$ cat src/css_pkg.sv
// ----------------------------------------------------------------------------
// css_pkg: shared types and constants for the comment span scanner
// Holds character codes, input op codes, comment state codes, the result
// word layout and the saturating offset increment.
// ----------------------------------------------------------------------------
package css_pkg;

    localparam int OFFS_W = 16;
    localparam int CH_W   = 16;

    // offsets saturate here
    localparam logic [OFFS_W-1:0] OFFSET_MAX = 16'hFFFF;

    localparam logic [CH_W-1:0] CH_BACKSLASH = 16'h005C;
    localparam logic [CH_W-1:0] CH_APOS      = 16'h0027;
    localparam logic [CH_W-1:0] CH_QUOTE     = 16'h0022;
    localparam logic [CH_W-1:0] CH_SLASH     = 16'h002F;
    localparam logic [CH_W-1:0] CH_STAR      = 16'h002A;
    localparam logic [CH_W-1:0] CH_NEWLINE   = 16'h000A;

    typedef enum logic [1:0] {
        OP_LINE_START = 2'd0,
        OP_CHAR       = 2'd1,
        OP_LINE_END   = 2'd2
    } css_op_t;

    typedef enum logic [1:0] {
        CK_NONE  = 2'd0,
        CK_LINE  = 2'd1,
        CK_BLOCK = 2'd2
    } css_ck_t;

    localparam logic KIND_SPAN   = 1'b0;
    localparam logic KIND_STATUS = 1'b1;

    typedef struct packed {
        logic              kind;
        logic [OFFS_W-1:0] span_start;
        logic [OFFS_W-1:0] span_end;
        logic              pure_comment;
        logic              comment_or_white;
        logic              last;
    } css_res_t;

    // up to two results leave the scanner for one word
    typedef struct packed {
        logic [1:0] count;
        css_res_t   res0;
        css_res_t   res1;
    } css_push_t;

    function automatic logic [OFFS_W-1:0] sat_inc(input logic [OFFS_W-1:0] v);
        logic [OFFS_W-1:0] r;
        if (v >= OFFSET_MAX) begin
            r = OFFSET_MAX;
        end else begin
            r = v + 1'b1;
        end
        return r;
    endfunction

endpackage

$ cat src/css_scan.sv
// ----------------------------------------------------------------------------
// css_scan: input register, scan state and per-word scan logic
// Registers the incoming word, then updates string, escape and comment
// state in one pass and hands up to two results to the result stage.
// ----------------------------------------------------------------------------
module css_scan (
    input  logic                     aclk,
    input  logic                     aresetn,
    input  logic                     in_valid,
    output logic                     in_ready,
    input  logic [1:0]               in_op,
    input  logic [css_pkg::CH_W-1:0]   in_ch,
    input  logic [css_pkg::OFFS_W-1:0] in_lead_offset,
    input  logic                     in_starts_line_comment,
    input  logic                     in_starts_block_comment,
    input  logic                     in_ends_block_close,
    input  logic                     in_has_trailing_space,
    input  logic                     res_room,
    output logic                     res_load,
    output css_pkg::css_push_t       res_push
);
    import css_pkg::*;

    // input register
    logic              in_valid_reg;
    logic [1:0]        op_reg;
    logic [CH_W-1:0]   ch_reg;
    logic [OFFS_W-1:0] lead_reg;
    logic              sl_reg, sb_reg, ec_reg, ts_reg;

    // scan state
    logic              in_string_reg, in_string_next;
    logic              escaped_reg, escaped_next;
    logic [CH_W-1:0]   quote_reg, quote_next;
    logic [CH_W-1:0]   prev_reg, prev_next;
    css_ck_t           ck_reg, ck_next;
    logic              first_reg, first_next;
    logic              pure_reg, pure_next;
    logic              white_reg, white_next;
    logic [OFFS_W-1:0] position_reg, position_next;
    logic [OFFS_W-1:0] open_start_reg, open_start_next;
    logic [OFFS_W-1:0] open_end_reg, open_end_next;
    logic [2:0]        line_flags_reg, line_flags_next;

    logic              do_scan;
    logic              span;
    logic [CH_W-1:0]   c;
    logic              advance;
    css_push_t         push;

    always_comb begin
        in_string_next  = in_string_reg;
        escaped_next    = escaped_reg;
        quote_next      = quote_reg;
        prev_next       = prev_reg;
        ck_next         = ck_reg;
        first_next      = first_reg;
        pure_next       = pure_reg;
        white_next      = white_reg;
        position_next   = position_reg;
        open_start_next = open_start_reg;
        open_end_next   = open_end_reg;
        line_flags_next = line_flags_reg;
        do_scan         = 1'b0;
        span            = 1'b0;
        c               = CH_NEWLINE;
        push            = '0;

        unique case (css_op_t'(op_reg))
            OP_LINE_START: begin
                position_next   = (lead_reg > OFFSET_MAX) ? OFFSET_MAX : lead_reg;
                open_start_next = '0;
                open_end_next   = '0;
                line_flags_next = {ec_reg, sb_reg, sl_reg};
            end
            OP_CHAR: begin
                do_scan = 1'b1;
                c       = ch_reg;
            end
            OP_LINE_END: begin
                do_scan = 1'b1;
                if (ts_reg && ck_reg == CK_NONE) begin
                    pure_next = 1'b0;
                end
            end
            default: ;
        endcase

        if (do_scan) begin
            if (escaped_reg) begin
                // character after a backslash in a string is swallowed
                escaped_next  = 1'b0;
                prev_next     = '0;
                position_next = sat_inc(position_reg);
            end else begin
                unique case (c)
                    CH_BACKSLASH: begin
                        if (in_string_reg) begin
                            escaped_next = 1'b1;
                        end
                    end
                    CH_APOS, CH_QUOTE: begin
                        if (ck_reg == CK_NONE) begin
                            if (!in_string_reg) begin
                                in_string_next = 1'b1;
                                quote_next     = c;
                            end else if (quote_reg == c) begin
                                in_string_next = 1'b0;
                            end
                        end
                    end
                    CH_SLASH: begin
                        if (!in_string_reg) begin
                            if (ck_reg == CK_NONE && prev_reg == CH_SLASH) begin
                                ck_next         = CK_LINE;
                                pure_next       = line_flags_reg[0];
                                white_next      = line_flags_reg[0];
                                open_start_next = (position_reg == '0) ? '0
                                                : position_reg - 1'b1;
                                if (position_reg != OFFS_W'(1)) begin
                                    pure_next = 1'b0;
                                end
                            end else if (prev_reg == CH_STAR && ck_reg == CK_BLOCK) begin
                                ck_next       = CK_NONE;
                                open_end_next = sat_inc(position_reg);
                                span          = 1'b1;
                                if (!first_reg && line_flags_reg[2]) begin
                                    pure_next  = 1'b1;
                                    white_next = 1'b1;
                                end else if (!first_reg) begin
                                    pure_next = white_next;
                                end
                            end
                        end
                    end
                    CH_STAR: begin
                        if (!in_string_reg && prev_reg == CH_SLASH && ck_reg == CK_NONE) begin
                            ck_next = CK_BLOCK;
                            if (line_flags_reg[1]) begin
                                white_next = 1'b1;
                            end
                            pure_next       = white_next;
                            first_next      = 1'b1;
                            open_start_next = (position_reg == '0) ? '0
                                            : position_reg - 1'b1;
                            if (position_reg != OFFS_W'(1)) begin
                                pure_next = 1'b0;
                            end
                        end
                    end
                    CH_NEWLINE: begin
                        if (ck_reg == CK_LINE) begin
                            ck_next       = CK_NONE;
                            open_end_next = position_reg;
                            span          = 1'b1;
                        end
                        if (ck_next == CK_BLOCK && !first_reg) begin
                            pure_next  = 1'b1;
                            white_next = 1'b1;
                        end
                        // comment opened on this line but not yet closed ends its span here
                        if (!span && open_start_reg != '0 && open_end_reg == '0) begin
                            open_end_next = position_reg;
                            span          = 1'b1;
                        end
                        first_next = 1'b0;
                    end
                    default: begin
                        if (ck_reg == CK_NONE) begin
                            pure_next  = 1'b0;
                            white_next = 1'b0;
                        end
                    end
                endcase
                prev_next     = c;
                position_next = sat_inc(position_reg);
            end
        end

        if (do_scan) begin
            if (span) begin
                push.res0.kind       = KIND_SPAN;
                push.res0.span_start = open_start_next;
                push.res0.span_end   = open_end_next;
            end
            if (css_op_t'(op_reg) == OP_LINE_END) begin
                if (span) begin
                    push.count                 = 2'd2;
                    push.res1.kind             = KIND_STATUS;
                    push.res1.pure_comment     = pure_next;
                    push.res1.comment_or_white = white_next;
                    push.res1.last             = 1'b1;
                end else begin
                    push.count                 = 2'd1;
                    push.res0.kind             = KIND_STATUS;
                    push.res0.pure_comment     = pure_next;
                    push.res0.comment_or_white = white_next;
                    push.res0.last             = 1'b1;
                end
            end else if (span) begin
                push.count     = 2'd1;
                push.res0.last = 1'b1;
            end
        end
    end

    assign advance  = in_valid_reg && (push.count == 2'd0 || res_room);
    assign in_ready = !in_valid_reg || advance;
    assign res_load = advance && push.count != 2'd0;
    assign res_push = push;

    always_ff @(posedge aclk) begin
        if (!aresetn) begin
            in_valid_reg   <= 1'b0;
            in_string_reg  <= 1'b0;
            escaped_reg    <= 1'b0;
            quote_reg      <= '0;
            prev_reg       <= '0;
            ck_reg         <= CK_NONE;
            first_reg      <= 1'b0;
            pure_reg       <= 1'b0;
            white_reg      <= 1'b0;
            position_reg   <= '0;
            open_start_reg <= '0;
            open_end_reg   <= '0;
            line_flags_reg <= '0;
        end else begin
            if (in_ready) begin
                in_valid_reg <= in_valid;
            end
            if (advance) begin
                in_string_reg  <= in_string_next;
                escaped_reg    <= escaped_next;
                quote_reg      <= quote_next;
                prev_reg       <= prev_next;
                ck_reg         <= ck_next;
                first_reg      <= first_next;
                pure_reg       <= pure_next;
                white_reg      <= white_next;
                position_reg   <= position_next;
                open_start_reg <= open_start_next;
                open_end_reg   <= open_end_next;
                line_flags_reg <= line_flags_next;
            end
        end
    end

    always_ff @(posedge aclk) begin
        if (in_ready && in_valid) begin
            op_reg   <= in_op;
            ch_reg   <= in_ch;
            lead_reg <= in_lead_offset;
            sl_reg   <= in_starts_line_comment;
            sb_reg   <= in_starts_block_comment;
            ec_reg   <= in_ends_block_close;
            ts_reg   <= in_has_trailing_space;
        end
    end

endmodule

$ cat src/css_out_stage.sv
// ----------------------------------------------------------------------------
// css_out_stage: two-slot result register
// Takes a group of one or two results and presents them one per cycle while
// out_ready is high, slot 1 moving down into slot 0 as slot 0 is taken.
// ----------------------------------------------------------------------------
module css_out_stage (
    input  logic                   aclk,
    input  logic                   aresetn,
    input  logic                   res_load,
    input  css_pkg::css_push_t     res_push,
    output logic                   res_room,
    output logic                   out_valid,
    input  logic                   out_ready,
    output css_pkg::css_res_t      out_res
);
    import css_pkg::*;

    logic [1:0] cnt_reg, cnt_next;
    css_res_t   slot0_reg, slot0_next;
    css_res_t   slot1_reg, slot1_next;
    logic       pop;

    assign pop      = cnt_reg != 2'd0 && out_ready;
    assign res_room = cnt_reg == 2'd0 || (cnt_reg == 2'd1 && pop);

    always_comb begin
        cnt_next   = cnt_reg;
        slot0_next = slot0_reg;
        slot1_next = slot1_reg;
        priority if (res_load) begin
            cnt_next   = res_push.count;
            slot0_next = res_push.res0;
            slot1_next = res_push.res1;
        end else if (pop) begin
            cnt_next   = cnt_reg - 1'b1;
            slot0_next = slot1_reg;
        end
    end

    always_ff @(posedge aclk) begin
        if (!aresetn) begin
            cnt_reg <= '0;
        end else begin
            cnt_reg <= cnt_next;
        end
    end

    always_ff @(posedge aclk) begin
        slot0_reg <= slot0_next;
        slot1_reg <= slot1_next;
    end

    assign out_valid = cnt_reg != 2'd0;
    assign out_res   = slot0_reg;

endmodule

$ cat src/comment_span_scanner.sv
// ----------------------------------------------------------------------------
// comment_span_scanner: C-style comment finder for a text stream
// Words carry line starts, characters and line ends; results are comment
// spans and end-of-line status.
// ----------------------------------------------------------------------------
// One word is taken per cycle unless a word that yields results waits for
// room in the result register. A word passes the input register, then the
// result register. A word yields zero, one or two results, handed out one
// per cycle while m_tready is high; a line end that also closes a span holds
// the next word with results while both drain. Offsets saturate at 65535.
module comment_span_scanner (
    input  logic        aclk,
    input  logic        aresetn,
    input  logic        s_tvalid,
    output logic        s_tready,
    // [15:0] ch, [31:16] lead_offset, [32] starts_line_comment,
    // [33] starts_block_comment, [34] ends_block_close, [35] has_trailing_space
    input  logic [39:0] s_tdata,
    // [1:0] op
    input  logic [1:0]  s_tuser,
    output logic        m_tvalid,
    input  logic        m_tready,
    // [15:0] span_start, [31:16] span_end, [32] pure_comment, [33] comment_or_white
    output logic [39:0] m_tdata,
    // [0] kind
    output logic        m_tuser,
    output logic        m_tlast
);
    import css_pkg::*;

    logic      res_room;
    logic      res_load;
    css_push_t res_push;
    css_res_t  out_res;

    css_scan u_scan (
        .aclk                    (aclk),
        .aresetn                 (aresetn),
        .in_valid                (s_tvalid),
        .in_ready                (s_tready),
        .in_op                   (s_tuser),
        .in_ch                   (s_tdata[15:0]),
        .in_lead_offset          (s_tdata[31:16]),
        .in_starts_line_comment  (s_tdata[32]),
        .in_starts_block_comment (s_tdata[33]),
        .in_ends_block_close     (s_tdata[34]),
        .in_has_trailing_space   (s_tdata[35]),
        .res_room                (res_room),
        .res_load                (res_load),
        .res_push                (res_push)
    );

    css_out_stage u_out_stage (
        .aclk      (aclk),
        .aresetn   (aresetn),
        .res_load  (res_load),
        .res_push  (res_push),
        .res_room  (res_room),
        .out_valid (m_tvalid),
        .out_ready (m_tready),
        .out_res   (out_res)
    );

    assign m_tdata = {6'b0, out_res.comment_or_white, out_res.pure_comment,
                      out_res.span_end, out_res.span_start};
    assign m_tuser = out_res.kind;
    assign m_tlast = out_res.last;

endmodule

$ cat config.mk
export PLATFORM = sky130hd
export DESIGN_NAME = comment_span_scanner
export DESIGN_NICKNAME = d
export VERILOG_FILES = /design/src/css_pkg.sv /design/src/css_scan.sv /design/src/css_out_stage.sv /design/src/comment_span_scanner.sv
export SDC_FILE = /design/constraint.sdc
export NUM_CORES = 1
export LEC_CHECK = 0
export ABC_CLOCK_PERIOD_IN_PS = 5300
export CORE_ASPECT_RATIO = 0.8
export CORE_MARGIN = 2
export CORE_UTILIZATION = 50
export DETAILED_ROUTE_END_ITERATION = 8
export DONT_BUFFER_PORTS = 1
export SLEW_MARGIN = 5
export SYNTH_ARGS = -nofsm -noshare
export SYNTH_HDL_FRONTEND = slang
export SYNTH_SLANG_ARGS = --single-unit
$ cat constraint.sdc
create_clock -name aclk -period 5.3 [get_ports aclk]
set_input_delay 0 -clock aclk [delete_from_list [all_inputs] [get_ports aclk]]
set_output_delay 0 -clock aclk [all_outputs]
set_load 0.01 [all_outputs]
==> results.tsv <==
stage	metric	value	unit
synth	ys_seq_area_frac	0.4980	
die	dieWidth	148.8	um
synth	ys_ff_latch	170	
cells_and_area	antenna_cells	0	
global_route	use_met1	0.3605	
sta	finalWorstPathRequiredPeriod	4.757	ns
clock_tree	hold_buffers	43	
die	die_area	17820	sq um
synth	yosysUniqueCellTypes	80	
synth	yosys_warnings	0	
synth	synth_top_cell_area_share	0.2759	
global_route	grt_max_degree	70	
clock_tree	clock_sinks	170	
cells_and_area	area_delta_synth_final	13.35	%
flow_run	maxCapViolCount	0	
min_path	hold_class	in -> reg	
place	dp_hpwl	14.96	mm
critical_path	rr_startpoint	u_scan.ch_reg[2]	
critical_path	required	5.68	ns
clock_tree	insertion_delay	0.44	ns
clock_tree	clock_path_buffers	2	
synth	yosys_most_used_dff	dfxtp_1	
critical_path	path_max_fanout	17	
sta	fin_setup_tns	0	ns
route	drc_errors	0	
status	status	finished clean	
clock_tree	post_cts_buffers	0	
sta	maxSlewHeadroom	0.3530	
critical_path	critical_path.endpoint	u_scan.quote_reg[1]	
sta	postLayoutSetupSlackWorst	0.5427	ns
synth	synth.largest_area_cell	edfxtp_1	
die	start_util	0.5080	
global_route	grt_antenna_before_repair	0	
die	top_level_ports	90	
pwr	p_total	3114	uW
pwr	leakagePower	0.003245	uW
clock_tree	clkTransAtPathRegs	0.07	ns
critical_path	reg2reg_slack	0.54	ns
die	fp.coreArea	16500	sq um
place	gp_congestion	0.9021	
sta	whs	0.0003132	ns
sta	rsz0062_at_grt	false	
clock_tree	htreeDepth	4	
sta	tightest_slew	0.9616	ns
global_route	grt_pass1_wl	34.23	mm
critical_path	ff2ff_path_depth	13	
cells_and_area	largest_reg_flops	36	
route	drt-total-wl	21.56	mm
critical_path	crit_path_top_delay_cell	or4b_2	
sta	timing.final.crit_share	0.8976	
route	post_drt_wl_per_cell	19.33	um
place	port-buffer-count	0	
sta	fmax	210.2	MHz
global_route	top_usage_layer	met2	
global_route	grt.overflow.total	0	
die	row_count	42	
critical_path	crit_type	reg -> reg	
cells_and_area	utilization	0.5758	
route	detail_route.iter0.violations	579	
sta	finalSetupViolCount	0	
synth	synth-async-reset-ratio	0	
global_route	grt_use_total	0.2487	
synth	synth_edf_count	77	
route	detail_route.first_pass.iterations	7	
die	die_h	119.8	um
global_route	gr-usage-met3	0.05513	
critical_path	cp-startpoint	u_scan.ch_reg[2]	
sta	drv_slew	0	
cells_and_area	nNetsFinal	941	
pwr	vdd_drop_max	0.2140	mV
synth	syn_area	8382	sq um
route	vias_per_cell	6.002	
pwr	powerDensity	327.8	nW/um^2
global_route	use_met2	0.3730	
clock_tree	tritoncts	done	
clock_tree	cts_resized	0	
critical_path	critPathLaunchType	flop	
place	place_ws	0.7861	ns
critical_path	end_kind	flop	
global_route	grt_pass1_vias	6409	
synth	synthCells	868	
synth	synth_area_leaders	edfxtp_1 (28%), dfxtp_1 (22%), nor2_1 (3.4%)	
route	drtAntennaViolNets	0	
sta	skew	0.007631	ns
critical_path	cp_slowest_stage_delay	0.78	ns
clock_tree	cts-buffers-inserted	17	
critical_path	critPathArrivalTime	5.14	ns
sta	finalHoldViolations	0	
clock_tree	cts_root_buffer	clkbuf_16	
cells_and_area	drive_gt1_frac	0.09385	
critical_path	regToRegEndpoint	u_scan.quote_reg[1]	
synth	syn_avg_cell_area	9.656	sq um
route	vias	6692	
critical_path	cp_cell_sequence	or4b_2, o41ai_4, buf_4, o21a_2, o21ai_2, ha_1, nand2b_1, a31oi_2, and2_1, nand4_1, nor2_1, o21a_1, dlygate4sd3_1	
==> final cells by class <==
cell class / instances / area, sq um
well taps: 220 / 275.3
flip-flops and latches: 170 / 4174
multi-input cells: 614 / 3826
clock buffers: 20 / 466.7
repair buffers: 53 / 523.0
inverters: 26 / 98.84
fillers: 1455 / 7000
clock inverters: 12 / 136.4
==> cells in the final DEF (no fill, tap or decap), types with 17 or more instances in the layout <==
cell type and n:
nand2_1 69, nor2b_1 17, nand3_1 47, nor4_1 17
dfxtp_1 93, edfxtp_1 77, dlygate4sd3_1 42, and2_1 19
a21oi_1 46, clkbuf_16 17, o21ai_0 45, a22oi_1 36
inv_1 25, nor2_1 76, a21boi_0 21
==> synthesized netlist by cell type, types with 4 or more instances <==
cell type and number:
dfxtp_1 93, edfxtp_1 77, nor2_1 76, nand2_1 69
nand3_1 47, a21oi_1 46, o21ai_0 45, clkbuf_1 42
a22oi_1 36, inv_1 25, a21boi_0 21, and2_1 20
nor2b_1 17, nor4_1 17, nor3_1 15, xnor2_1 15
ha_1 13, o2bb2ai_1 12, a31oi_1 11, and3_1 10
buf_2 10, nand2b_1 10, nand4_1 9, nor2b_2 9
a21o_1 7, xor2_1 7, a22o_1 6, buf_4 6
nand3b_1 6, or3_1 5, and4_1 4, mux2i_1 4
nor3_2 4, o221a_2 4, o31ai_1 4
==> cell families after synthesis <==
kind of cell / after synthesis / synth area share
compound gates: 227 / 0.1881
xor+xnor: 22 / 0.02299
fa+ha+maj: 13 / 0.01941
buf+inv: 89 / 0.04792
flops: 170 / 0.4980
mux: 5 / 0.006120
other cells: 1 / 0.0004474
simple gates: 341 / 0.2170
==> power breakdown <==
part           internal (uW)  leakage [uW]  switching, uW
logic                    113       0.00148            205
clock network            736      0.000285            536
registers               1450       0.00148           74.9
total                   2300       0.00324            816
==> per-stage QoR <==
step / std cells / cell area (sq um)
final: 1115 / 9500
after detailed placement: 1040 / 8449
after CTS: 1115 / 9500
after global placement: 1040 / 8449
after global routing: 1115 / 9500
after floorplan: 873 / 8401
==> critical path, delay by kind of cell (launching register included) <==
kind                       cells  cell delay [ns]
buffers and inverters          2             0.74
and+or+nand+nor                5             1.79
AOI/OAI and AO/OA              5             1.23
DFF                            1             0.56
adders and majority gates      1             0.36
==> per-layer routing <==
layer | up-vias | part of all wire
met4 | 0 | 0.017
li1 | 3178 | -
met5 | - | 0
met2 | 253 | 0.44
met1 | 3227 | 0.48
met3 | 34 | 0.067
==> worst min-delay path by stage <==
stage                                endpoint  depth (start not counted)       start
after floorplan              u_scan.ch_reg[0]                          0  s_tdata[0]
after global placement       u_scan.ch_reg[4]                          0  s_tdata[4]
after detailed placement     u_scan.ch_reg[8]                          0  s_tdata[8]
after CTS                 u_scan.in_valid_reg                          3    m_tready
after global routing      u_scan.in_valid_reg                          3    m_tready
final                     u_scan.in_valid_reg                          3    m_tready
Note: power is estimated with default switching activity, not from simulation.
